File: config.mk
export PLATFORM = sky130hd
export DESIGN_NAME = gray_mask_fill_compositor
export DESIGN_NICKNAME = d
export VERILOG_FILES = /design/src/rtl/core/gmf_pkg.sv /design/src/rtl/core/gmf_front.sv /design/src/rtl/core/gmf_queue.sv /design/src/rtl/core/gmf_back.sv /design/src/rtl/core/gray_mask_fill_compositor.sv
export SDC_FILE = /design/constraint.sdc
export NUM_CORES = 2
export LEC_CHECK = 0
export BUFFER_PORTS_ARGS = -buffer_cell sky130_fd_sc_hd__buf_2
export CORE_ASPECT_RATIO = 1.5
export CORE_MARGIN = 1.5
export CORE_UTILIZATION = 59
export CTS_CLUSTER_DIAMETER = 120
export CTS_CLUSTER_SIZE = 20
export DETAILED_ROUTE_END_ITERATION = 10
export GPL_ROUTABILITY_DRIVEN = 0
export PLACE_DENSITY = 0.76
export SETUP_SLACK_MARGIN = 0.2
export SYNTH_ARGS = -nofsm -noshare
export SYNTH_HDL_FRONTEND = slang
export SYNTH_SLANG_ARGS = --single-unit
File: constraint.sdc
create_clock -name aclk -period 11.3 [get_ports aclk]
set_input_delay 1.695 -clock aclk [delete_from_list [all_inputs] [get_ports aclk]]
set_output_delay 1.695 -clock aclk [all_outputs]
set_load 0.05 [all_outputs]
File: src/rtl/core/gmf_pkg.sv
`timescale 1ns / 1ps

package gmf_pkg;

    // Configuration register indexes
    localparam int CFG_ADDR_W = 4;
    localparam logic [CFG_ADDR_W-1:0] REG_FILL_COLOR = 4'd0;
    localparam logic [CFG_ADDR_W-1:0] REG_BLEND_MODE = 4'd1;
    localparam logic [CFG_ADDR_W-1:0] REG_SRC_AND    = 4'd2;
    localparam logic [CFG_ADDR_W-1:0] REG_SRC_XOR    = 4'd3;
    localparam logic [CFG_ADDR_W-1:0] REG_SRC_ADD    = 4'd4;
    localparam logic [CFG_ADDR_W-1:0] REG_DST_AND    = 4'd5;
    localparam logic [CFG_ADDR_W-1:0] REG_DST_XOR    = 4'd6;
    localparam logic [CFG_ADDR_W-1:0] REG_DST_ADD    = 4'd7;
    localparam int CFG_DATA_W = 32;

    // Blend mode codes; the unused code behaves as the general rule
    localparam logic [1:0] MODE_SRC  = 2'd0;
    localparam logic [1:0] MODE_OVER = 2'd1;
    localparam logic [1:0] MODE_RULE = 2'd2;

    // Queue between front and back
    localparam int QUEUE_DEPTH = 4;
    localparam int QPTR_W      = $clog2(QUEUE_DEPTH);

    // Back pipeline: four arithmetic stages, divider stages, output register
    localparam int DIV_STAGES  = 3;
    localparam int BACK_STAGES = 4 + DIV_STAGES + 1;
    localparam int INFLIGHT_MAX = QUEUE_DEPTH + BACK_STAGES;
    localparam int INFLIGHT_W   = $clog2(INFLIGHT_MAX + 1) + 1;

    typedef struct packed {
        logic [31:0] fill_color;
        logic [1:0]  blend_mode;
        logic [7:0]  src_and;
        logic [7:0]  src_xor;
        logic [7:0]  src_add;
        logic [7:0]  dst_and;
        logic [7:0]  dst_xor;
        logic [7:0]  dst_add;
    } cfg_t;

    // Per-pixel operation class decided by the front
    typedef enum logic [2:0] {
        OP_FLAT,   // source without mask: plain color gray, or 0 at zero alpha
        OP_PASS,   // source over with zero alpha: destination unchanged
        OP_OVER,   // source over: saturated sum
        OP_SRCM,   // source with mask: divided by result alpha
        OP_RULE    // general alpha rule: divided by result alpha
    } op_t;

    typedef struct packed {
        op_t        op;
        logic [7:0] dest;
        logic [7:0] cov;
    } entry_t;

    typedef struct packed {
        logic [16:0] rem;
        logic [8:0]  dvs;
        logic [7:0]  q;
    } div_state_t;

    // round(a*b/255) via (x + (x>>8) + 1) >> 8
    function automatic logic [7:0] mul8(input logic [7:0] a, input logic [7:0] b);
        logic [16:0] x;
        logic [16:0] q;
        x = 17'(a) * 17'(b) + 17'd127;
        q = (x + (x >> 8) + 17'd1) >> 8;
        return q[7:0];
    endfunction

    // ((x & and) ^ xor) + add - xor, clamped to 0..255
    function automatic logic [7:0] rule_factor(input logic [7:0] x, input logic [7:0] andv,
                                               input logic [7:0] xorv, input logic [7:0] addv);
        logic signed [10:0] f;
        f = signed'({3'b000, (x & andv) ^ xorv}) + signed'({3'b000, addv})
            - signed'({3'b000, xorv});
        if (f < 0) begin
            return 8'd0;
        end else if (f > 11'sd255) begin
            return 8'hff;
        end
        return f[7:0];
    endfunction

    function automatic logic [7:0] gray_of(input logic [31:0] color);
        logic [15:0] s;
        s = 16'(color[23:16]) * 16'd77 + 16'(color[15:8]) * 16'd150
            + 16'(color[7:0]) * 16'd29 + 16'd128;
        return s[15:8];
    endfunction

    // Two restoring-division steps for quotient bits hi and hi-1
    function automatic div_state_t div_step2(input div_state_t st, input int hi);
        div_state_t r;
        logic [16:0] sh;
        r = st;
        for (int j = 0; j < 2; j++) begin
            sh = {8'b0, r.dvs} << (hi - j);
            if (r.rem >= sh) begin
                r.rem = r.rem - sh;
                r.q[hi - j] = 1'b1;
            end
        end
        return r;
    endfunction

endpackage

File: src/rtl/core/gmf_front.sv
`timescale 1ns / 1ps

module gmf_front (
    input  gmf_pkg::cfg_t   cfg,
    input  logic            s_valid,
    output logic            s_ready,
    input  logic [7:0]      s_dest_gray,
    input  logic [7:0]      s_coverage,
    input  logic            s_mask_present,
    input  logic            q_full,
    output logic            q_push,
    output gmf_pkg::entry_t q_entry
);
    import gmf_pkg::*;

    logic [7:0] alpha;
    op_t        op;

    assign alpha = cfg.fill_color[31:24];

    // Take a transfer whenever the queue has room
    assign s_ready = !q_full;
    assign q_push  = s_valid && !q_full;

    // Classify the pixel by mode, mask and alpha
    always_comb begin
        unique case (cfg.blend_mode)
            MODE_SRC:  op = s_mask_present ? OP_SRCM : OP_FLAT;
            MODE_OVER: op = (alpha == 8'd0) ? OP_PASS : OP_OVER;
            default:   op = OP_RULE;
        endcase
    end

    assign q_entry.op   = op;
    assign q_entry.dest = s_dest_gray;
    assign q_entry.cov  = s_mask_present ? s_coverage : 8'hff;

endmodule

File: src/rtl/core/gmf_queue.sv
`timescale 1ns / 1ps

module gmf_queue (
    input  logic            aclk,
    input  logic            aresetn,
    input  logic            push,
    input  gmf_pkg::entry_t wr_entry,
    output logic            full,
    input  logic            pop,
    output logic            empty,
    output gmf_pkg::entry_t rd_entry
);
    import gmf_pkg::*;

    entry_t            mem_reg [QUEUE_DEPTH];
    logic [QPTR_W-1:0] wr_ptr_reg;
    logic [QPTR_W-1:0] rd_ptr_reg;
    logic [QPTR_W:0]   count_reg;

    assign full     = (count_reg == (QPTR_W+1)'(QUEUE_DEPTH));
    assign empty    = (count_reg == '0);
    assign rd_entry = mem_reg[rd_ptr_reg];

    // Pointers and fill level
    always_ff @(posedge aclk) begin
        if (!aresetn) begin
            wr_ptr_reg <= '0;
            rd_ptr_reg <= '0;
            count_reg  <= '0;
        end else begin
            if (push) begin
                wr_ptr_reg <= wr_ptr_reg + 1'b1;
            end
            if (pop) begin
                rd_ptr_reg <= rd_ptr_reg + 1'b1;
            end
            if (push && !pop) begin
                count_reg <= count_reg + 1'b1;
            end else if (pop && !push) begin
                count_reg <= count_reg - 1'b1;
            end
        end
    end

    // Entry storage
    always_ff @(posedge aclk) begin
        if (push) begin
            mem_reg[wr_ptr_reg] <= wr_entry;
        end
    end

endmodule

File: src/rtl/core/gmf_back.sv
`timescale 1ns / 1ps

module gmf_back (
    input  logic            aclk,
    input  logic            aresetn,
    input  gmf_pkg::cfg_t   cfg,
    input  logic            q_empty,
    input  gmf_pkg::entry_t q_entry,
    output logic            q_pop,
    output logic            m_valid,
    input  logic            m_ready,
    output logic [7:0]      m_new_gray
);
    import gmf_pkg::*;

    logic       en;
    logic [7:0] alpha;
    logic [7:0] sfb;
    logic [7:0] dfb;

    // Stage 1: color gray and coverage-scaled factors
    logic       s1_valid_reg;
    op_t        s1_op_reg;
    logic [7:0] s1_dest_reg, s1_cov_reg, s1_gray_reg, s1_mcs_reg, s1_mcd_reg;
    logic [7:0] s1_mcs_next, s1_mcd_next;

    // Stage 2: premultiplied gray, source and destination weights
    logic       s2_valid_reg;
    op_t        s2_op_reg;
    logic [7:0] s2_dest_reg, s2_gray_reg, s2_gp_reg, s2_sf_reg, s2_da_reg;
    logic [7:0] s2_sf_next, s2_da_next;

    // Stage 3: weighted products
    logic       s3_valid_reg;
    op_t        s3_op_reg;
    logic [7:0] s3_dest_reg, s3_gray_reg, s3_da_reg, s3_p1_reg, s3_p2_reg, s3_p3_reg;

    // Stage 4 and divider: index 0 holds the sums and the dividend
    logic       dv_valid_reg [DIV_STAGES+1];
    div_state_t dv_reg       [DIV_STAGES+1];
    logic [7:0] dv_early_reg [DIV_STAGES+1];
    logic       dv_useq_reg  [DIV_STAGES+1];

    logic [8:0]  res_g, res_a;
    logic        div_sat;
    logic [7:0]  early_next;
    logic        useq_next;
    div_state_t  dv0_next;
    div_state_t  fin;

    logic       m_valid_reg;
    logic [7:0] m_new_gray_reg;
    logic [7:0] m_new_gray_next;

    assign alpha = cfg.fill_color[31:24];
    assign en    = !m_valid_reg || m_ready;
    assign q_pop = en && !q_empty;

    // Rule factors depend on configuration only
    assign sfb = rule_factor(8'hff, cfg.src_and, cfg.src_xor, cfg.src_add);
    assign dfb = rule_factor(alpha, cfg.dst_and, cfg.dst_xor, cfg.dst_add);

    assign s1_mcs_next = mul8(q_entry.cov, sfb);
    assign s1_mcd_next = mul8(q_entry.cov, (q_entry.op == OP_OVER) ? alpha : dfb);

    // Source and destination weights per class
    always_comb begin
        unique case (s1_op_reg)
            OP_RULE: begin
                s2_sf_next = s1_mcs_reg;
                s2_da_next = 8'(9'd255 - 9'(s1_cov_reg) + 9'(s1_mcd_reg));
            end
            OP_OVER: begin
                s2_sf_next = s1_cov_reg;
                s2_da_next = 8'hff - s1_mcd_reg;
            end
            default: begin
                s2_sf_next = s1_cov_reg;
                s2_da_next = 8'hff - s1_cov_reg;
            end
        endcase
    end

    // Result alpha and gray, non-divided results, dividend setup
    always_comb begin
        res_g   = 9'(s3_p1_reg) + 9'(s3_p2_reg);
        res_a   = 9'(s3_da_reg) + 9'(s3_p3_reg);
        div_sat = (res_a == 9'd0) || (res_g >= res_a);
        unique case (s3_op_reg)
            OP_FLAT: early_next = (alpha == 8'd0) ? 8'd0 : s3_gray_reg;
            OP_PASS: early_next = s3_dest_reg;
            OP_OVER: early_next = res_g[8] ? 8'hff : res_g[7:0];
            default: early_next = 8'hff;
        endcase
        useq_next    = ((s3_op_reg == OP_SRCM) || (s3_op_reg == OP_RULE)) && !div_sat;
        dv0_next.rem = {res_g, 8'b0} - 17'(res_g) + 17'(res_a[8:1]);
        dv0_next.dvs = res_a;
        dv0_next.q   = '0;
    end

    // Last two quotient bits and final select
    assign fin             = div_step2(dv_reg[DIV_STAGES], 1);
    assign m_new_gray_next = dv_useq_reg[DIV_STAGES] ? fin.q : dv_early_reg[DIV_STAGES];

    // Valid chain
    always_ff @(posedge aclk) begin
        if (!aresetn) begin
            s1_valid_reg <= 1'b0;
            s2_valid_reg <= 1'b0;
            s3_valid_reg <= 1'b0;
            for (int k = 0; k <= DIV_STAGES; k++) begin
                dv_valid_reg[k] <= 1'b0;
            end
            m_valid_reg <= 1'b0;
        end else if (en) begin
            s1_valid_reg    <= !q_empty;
            s2_valid_reg    <= s1_valid_reg;
            s3_valid_reg    <= s2_valid_reg;
            dv_valid_reg[0] <= s3_valid_reg;
            for (int k = 1; k <= DIV_STAGES; k++) begin
                dv_valid_reg[k] <= dv_valid_reg[k-1];
            end
            m_valid_reg <= dv_valid_reg[DIV_STAGES];
        end
    end

    // Payload pipeline
    always_ff @(posedge aclk) begin
        if (en) begin
            s1_op_reg   <= q_entry.op;
            s1_dest_reg <= q_entry.dest;
            s1_cov_reg  <= q_entry.cov;
            s1_gray_reg <= gray_of(cfg.fill_color);
            s1_mcs_reg  <= s1_mcs_next;
            s1_mcd_reg  <= s1_mcd_next;

            s2_op_reg   <= s1_op_reg;
            s2_dest_reg <= s1_dest_reg;
            s2_gray_reg <= s1_gray_reg;
            s2_gp_reg   <= mul8(alpha, s1_gray_reg);
            s2_sf_reg   <= s2_sf_next;
            s2_da_reg   <= s2_da_next;

            s3_op_reg   <= s2_op_reg;
            s3_dest_reg <= s2_dest_reg;
            s3_gray_reg <= s2_gray_reg;
            s3_da_reg   <= s2_da_reg;
            s3_p1_reg   <= mul8(s2_da_reg, s2_dest_reg);
            s3_p2_reg   <= mul8(s2_sf_reg, s2_gp_reg);
            s3_p3_reg   <= mul8(s2_sf_reg, alpha);

            dv_reg[0]       <= dv0_next;
            dv_early_reg[0] <= early_next;
            dv_useq_reg[0]  <= useq_next;
            for (int k = 0; k < DIV_STAGES; k++) begin
                dv_reg[k+1]       <= div_step2(dv_reg[k], 7 - 2 * k);
                dv_early_reg[k+1] <= dv_early_reg[k];
                dv_useq_reg[k+1]  <= dv_useq_reg[k];
            end

            m_new_gray_reg <= m_new_gray_next;
        end
    end

    assign m_valid    = m_valid_reg;
    assign m_new_gray = m_new_gray_reg;

endmodule

File: src/rtl/core/gray_mask_fill_compositor.sv
`timescale 1ns / 1ps
// Path: a pixel taken on the input passes a queue slot, four arithmetic stages,
// three divider stages and the output register before it shows on m_new_gray.
// Throughput: one pixel per cycle while m_ready does not stall the output; every back stage holds one pixel.
// Up to 12 pixels in flight (4 queued, 8 in the back pipeline) before s_ready drops.
// Reset (synchronous, aresetn low): queue emptied, pipeline valids cleared,
// configuration back to color 0, source-over mode, rule operands 0.

module gray_mask_fill_compositor (
    input  logic                           aclk,
    input  logic                           aresetn,
    input  logic                           cfg_wr_en,
    input  logic [gmf_pkg::CFG_ADDR_W-1:0] cfg_addr,
    input  logic [gmf_pkg::CFG_DATA_W-1:0] cfg_wdata,
    input  logic                           s_valid,
    output logic                           s_ready,
    input  logic [7:0]                     s_dest_gray,
    input  logic [7:0]                     s_coverage,
    input  logic                           s_mask_present,
    output logic                           m_valid,
    input  logic                           m_ready,
    output logic [7:0]                     m_new_gray
);
    import gmf_pkg::*;

    cfg_t   cfg_reg;
    logic   q_full, q_push, q_pop, q_empty;
    entry_t wr_entry, rd_entry;

    // Configuration registers
    always_ff @(posedge aclk) begin
        if (!aresetn) begin
            cfg_reg.fill_color <= '0;
            cfg_reg.blend_mode <= MODE_OVER;
            cfg_reg.src_and    <= '0;
            cfg_reg.src_xor    <= '0;
            cfg_reg.src_add    <= '0;
            cfg_reg.dst_and    <= '0;
            cfg_reg.dst_xor    <= '0;
            cfg_reg.dst_add    <= '0;
        end else if (cfg_wr_en) begin
            unique case (cfg_addr)
                REG_FILL_COLOR: cfg_reg.fill_color <= cfg_wdata;
                REG_BLEND_MODE: cfg_reg.blend_mode <= cfg_wdata[1:0];
                REG_SRC_AND:    cfg_reg.src_and    <= cfg_wdata[7:0];
                REG_SRC_XOR:    cfg_reg.src_xor    <= cfg_wdata[7:0];
                REG_SRC_ADD:    cfg_reg.src_add    <= cfg_wdata[7:0];
                REG_DST_AND:    cfg_reg.dst_and    <= cfg_wdata[7:0];
                REG_DST_XOR:    cfg_reg.dst_xor    <= cfg_wdata[7:0];
                REG_DST_ADD:    cfg_reg.dst_add    <= cfg_wdata[7:0];
                default: ;
            endcase
        end
    end

    gmf_front u_front (
        .cfg            (cfg_reg),
        .s_valid        (s_valid),
        .s_ready        (s_ready),
        .s_dest_gray    (s_dest_gray),
        .s_coverage     (s_coverage),
        .s_mask_present (s_mask_present),
        .q_full         (q_full),
        .q_push         (q_push),
        .q_entry        (wr_entry)
    );

    gmf_queue u_queue (
        .aclk     (aclk),
        .aresetn  (aresetn),
        .push     (q_push),
        .wr_entry (wr_entry),
        .full     (q_full),
        .pop      (q_pop),
        .empty    (q_empty),
        .rd_entry (rd_entry)
    );

    gmf_back u_back (
        .aclk       (aclk),
        .aresetn    (aresetn),
        .cfg        (cfg_reg),
        .q_empty    (q_empty),
        .q_entry    (rd_entry),
        .q_pop      (q_pop),
        .m_valid    (m_valid),
        .m_ready    (m_ready),
        .m_new_gray (m_new_gray)
    );

endmodule

==> results.toml <==
[clock_tree]
cts.htree.levels = 1
path_clk_slew_ns = 0.10
cts_tree = "built"
cts_max_path_buffers = 3
post_cts_buffers = 0
insertion_delay_ns = 0.63
root_buffer = "clkbuf_16"
cts_buffers = 27
cts_sinks = 472
cts_resized = 0
hold_buffers = 0

[synth]
ys_seq_area_share_pct = 31.5
syn_area_per_cell_sq_um = 10.0
yosysMostFrequentCell = "inv_1"
synth_nets = 5055
yosysWarningCount = 0
synth_edf_count = 374
synthTopCellsByArea = "edfxtp_1 (27%), fa_1 (15%), ha_1 (15%), inv_1 (5.4%), dfxtp_1 (4.7%)"
async_flop_share_pct = 0
synthCells = 4169
synth_top_area_share_pct = 26.8
synth-main-ff-cell = "edfxtp_1"
ys_types = 80
syn_area_sq_um = 41900
synth_top_area_cell = "edfxtp_1"
synthTopCellsByCount = "inv_1 (600), ha_1 (507), nand2_1 (466)"
synth_seq_cells = 472

[placement]
numPortBuffers = 67
dp_cells = 5070
dp_hpwl_mm = 72.5

[die]
die_w_um = 220
die_h_um = 329
ios = 68
core_sq_um = 70300
rows = 119
die-area_sq_um = 72600
initial_utilization_pct = 59.6

[worst_setup_path]
startpoint = "cfg_reg[74]"
end_kind = "flip-flop"
slowest_stage = "dfxtp_1"
critPathRequiredTime_ns = 11.65
critPathMaxFanout = 20
timing.rr.start = "cfg_reg[74]"
cp.arrival_ns = 10.19
worst_path_largest_cell_delay_ns = 0.76
r2r_end = "u_back.s1_mcd_reg[6]"
reg2reg_slack_ns = 1.46
worstSetupStartpointType = "flip-flop"
cpMostUsedCell = "fa_1"
criticalPathCategory = "reg -> reg"
r2r_cells = 34

[route]
drtIter0Drc = 1393
vias_per_cell = 5.73
wl_per_cell_um = 17.8
vias = 29348
final_antenna_net_count = 0
dr.pass1.iters = 8
wl_mm = 91.3
drc = 6

[global_route]
grtUsageTotal_pct = 25.7
grt_pass1_wl_mm = 148
first_global_vias = 30850
grt_max_degree = 100
antenna_found_initial = 1
overflow = 0

[final_layout]
drive_gt1_share_pct = 5.15
fin_cells = 5120
n_antenna_cell = 0
synthToLayoutAreaGrowth_pct = 5.08
largest_reg_flops = 116
finalNetCount = 5078

[sta]
hold_violations = 0
max-slew-margin-rel_pct = 21.4
fin_tns_setup_ns = 0
setup_viol = 0
slew_viol_final = 0
min_period_ns = 9.84
period_share_pct = 87.0
skew_ns = 0.0347
worst_slew_pin_slew_ns = 1.17
max_freq_mhz = 102
rsz0062_at_grt = "false"

[outcome]
status = "finished with violations"
violations = "DRC"

[job]
max_cap_violations = 0

[worst_hold_path]
hold_class = "reg -> reg"
holdPathStages = 0
hp-start = "u_back.dv_early_reg[2][5]"
min_to = "u_back.dv_early_reg[3][5]"
how the worst max path moves through the flow:
stage / slack, ns / end / cells past startpoint
after floorplan: 0.29 / u_queue.count_reg[2] / 10
after global placement: 1.91 / u_back.s1_mcs_reg[7] / 34
after detailed placement: 1.60 / u_back.s1_mcd_reg[3] / 35
after CTS: 1.50 / u_back.s1_mcd_reg[6] / 34
after global routing: 0.77 / u_back.s1_mcd_reg[6] / 34
final: 1.46 / u_back.s1_mcd_reg[6] / 34
per-layer routing:
layer  global-route usage [%]  wire, um  up-vias
met3                     2.41      2920      272
met1                     24.8     31700    14338
met5                        0         0        -
met2                     51.3     50700      634
li1                         -         -    14104
met4                     15.2      6000        0
layout by cell type (no fill, tap or decap), types with 22 or more instances in the layout:
master	n
nor2b_1	85
edfxtp_1	374
fa_1	321
nor3_1	49
o21ai_0	146
o21a_1	42
mux2i_1	81
xnor2_1	173
nand2_1	466
and2_1	89
dfxtp_1	98
nor2_1	244
or2_2	22
nand3_1	32
clkbuf_16	28
xor2_1	64
ha_1	507
a21oi_1	154
nand2b_1	37
inv_1	600
a21boi_0	57
buf_4	30
buf_2	67
a21o_1	65
o21bai_1	27
a211oi_1	23
mux2_2	36
logic make-up after synthesis:
family / count (synthesis) / share of synthesized area [%]
xor gates and xnor gates: 238 / 5.01
muxes: 128 / 3.50
AOI/OAI and AO/OA: 652 / 10.2
buffers and inverters: 706 / 6.34
DFF: 472 / 31.5
and+or+nand+nor: 1145 / 13.0
adders and majority gates: 828 / 30.5
worst max-delay path, delay by kind of cell (launching register included):
family | cells | cell delay, ns
adders and majority gates | 9 | 3.50
AOI/OAI and AO/OA | 12 | 2.72
and+or+nand+nor | 5 | 1.34
xor gates and xnor gates | 4 | 1.01
DFF | 1 | 0.76
buffers and inverters | 4 | 0.24
stage by stage:
step | worst slack (ns) | instance area [sq um] | hold WS (ns) | utilization (%)
floorplan | 0.286 | 41900 | 0.400 | -
global placement | 1.91 | 43200 | 0.401 | 61.4
detailed placement | 1.60 | 43200 | 0.405 | 61.4
CTS | 1.50 | 44000 | 0.425 | 62.6
global route | 0.774 | 44000 | 0.429 | 62.6
finish | 1.46 | 44000 | 0.423 | 62.6
area by class of cell:
type / instances / area, sq um
Fill cell: 5716 / 26300
Clock inverter: 3 / 27.5
Multi-Input combinational cell: 2991 / 26000
Clock buffer: 47 / 772
Sequential cell: 472 / 13200
Inverter: 603 / 2270
Tap cell: 907 / 1130
Timing Repair Buffer: 97 / 561
Power is left out: the tool's default activity adds up to more than one toggle a clock period on the data nets, which glitch-free logic cannot reach.
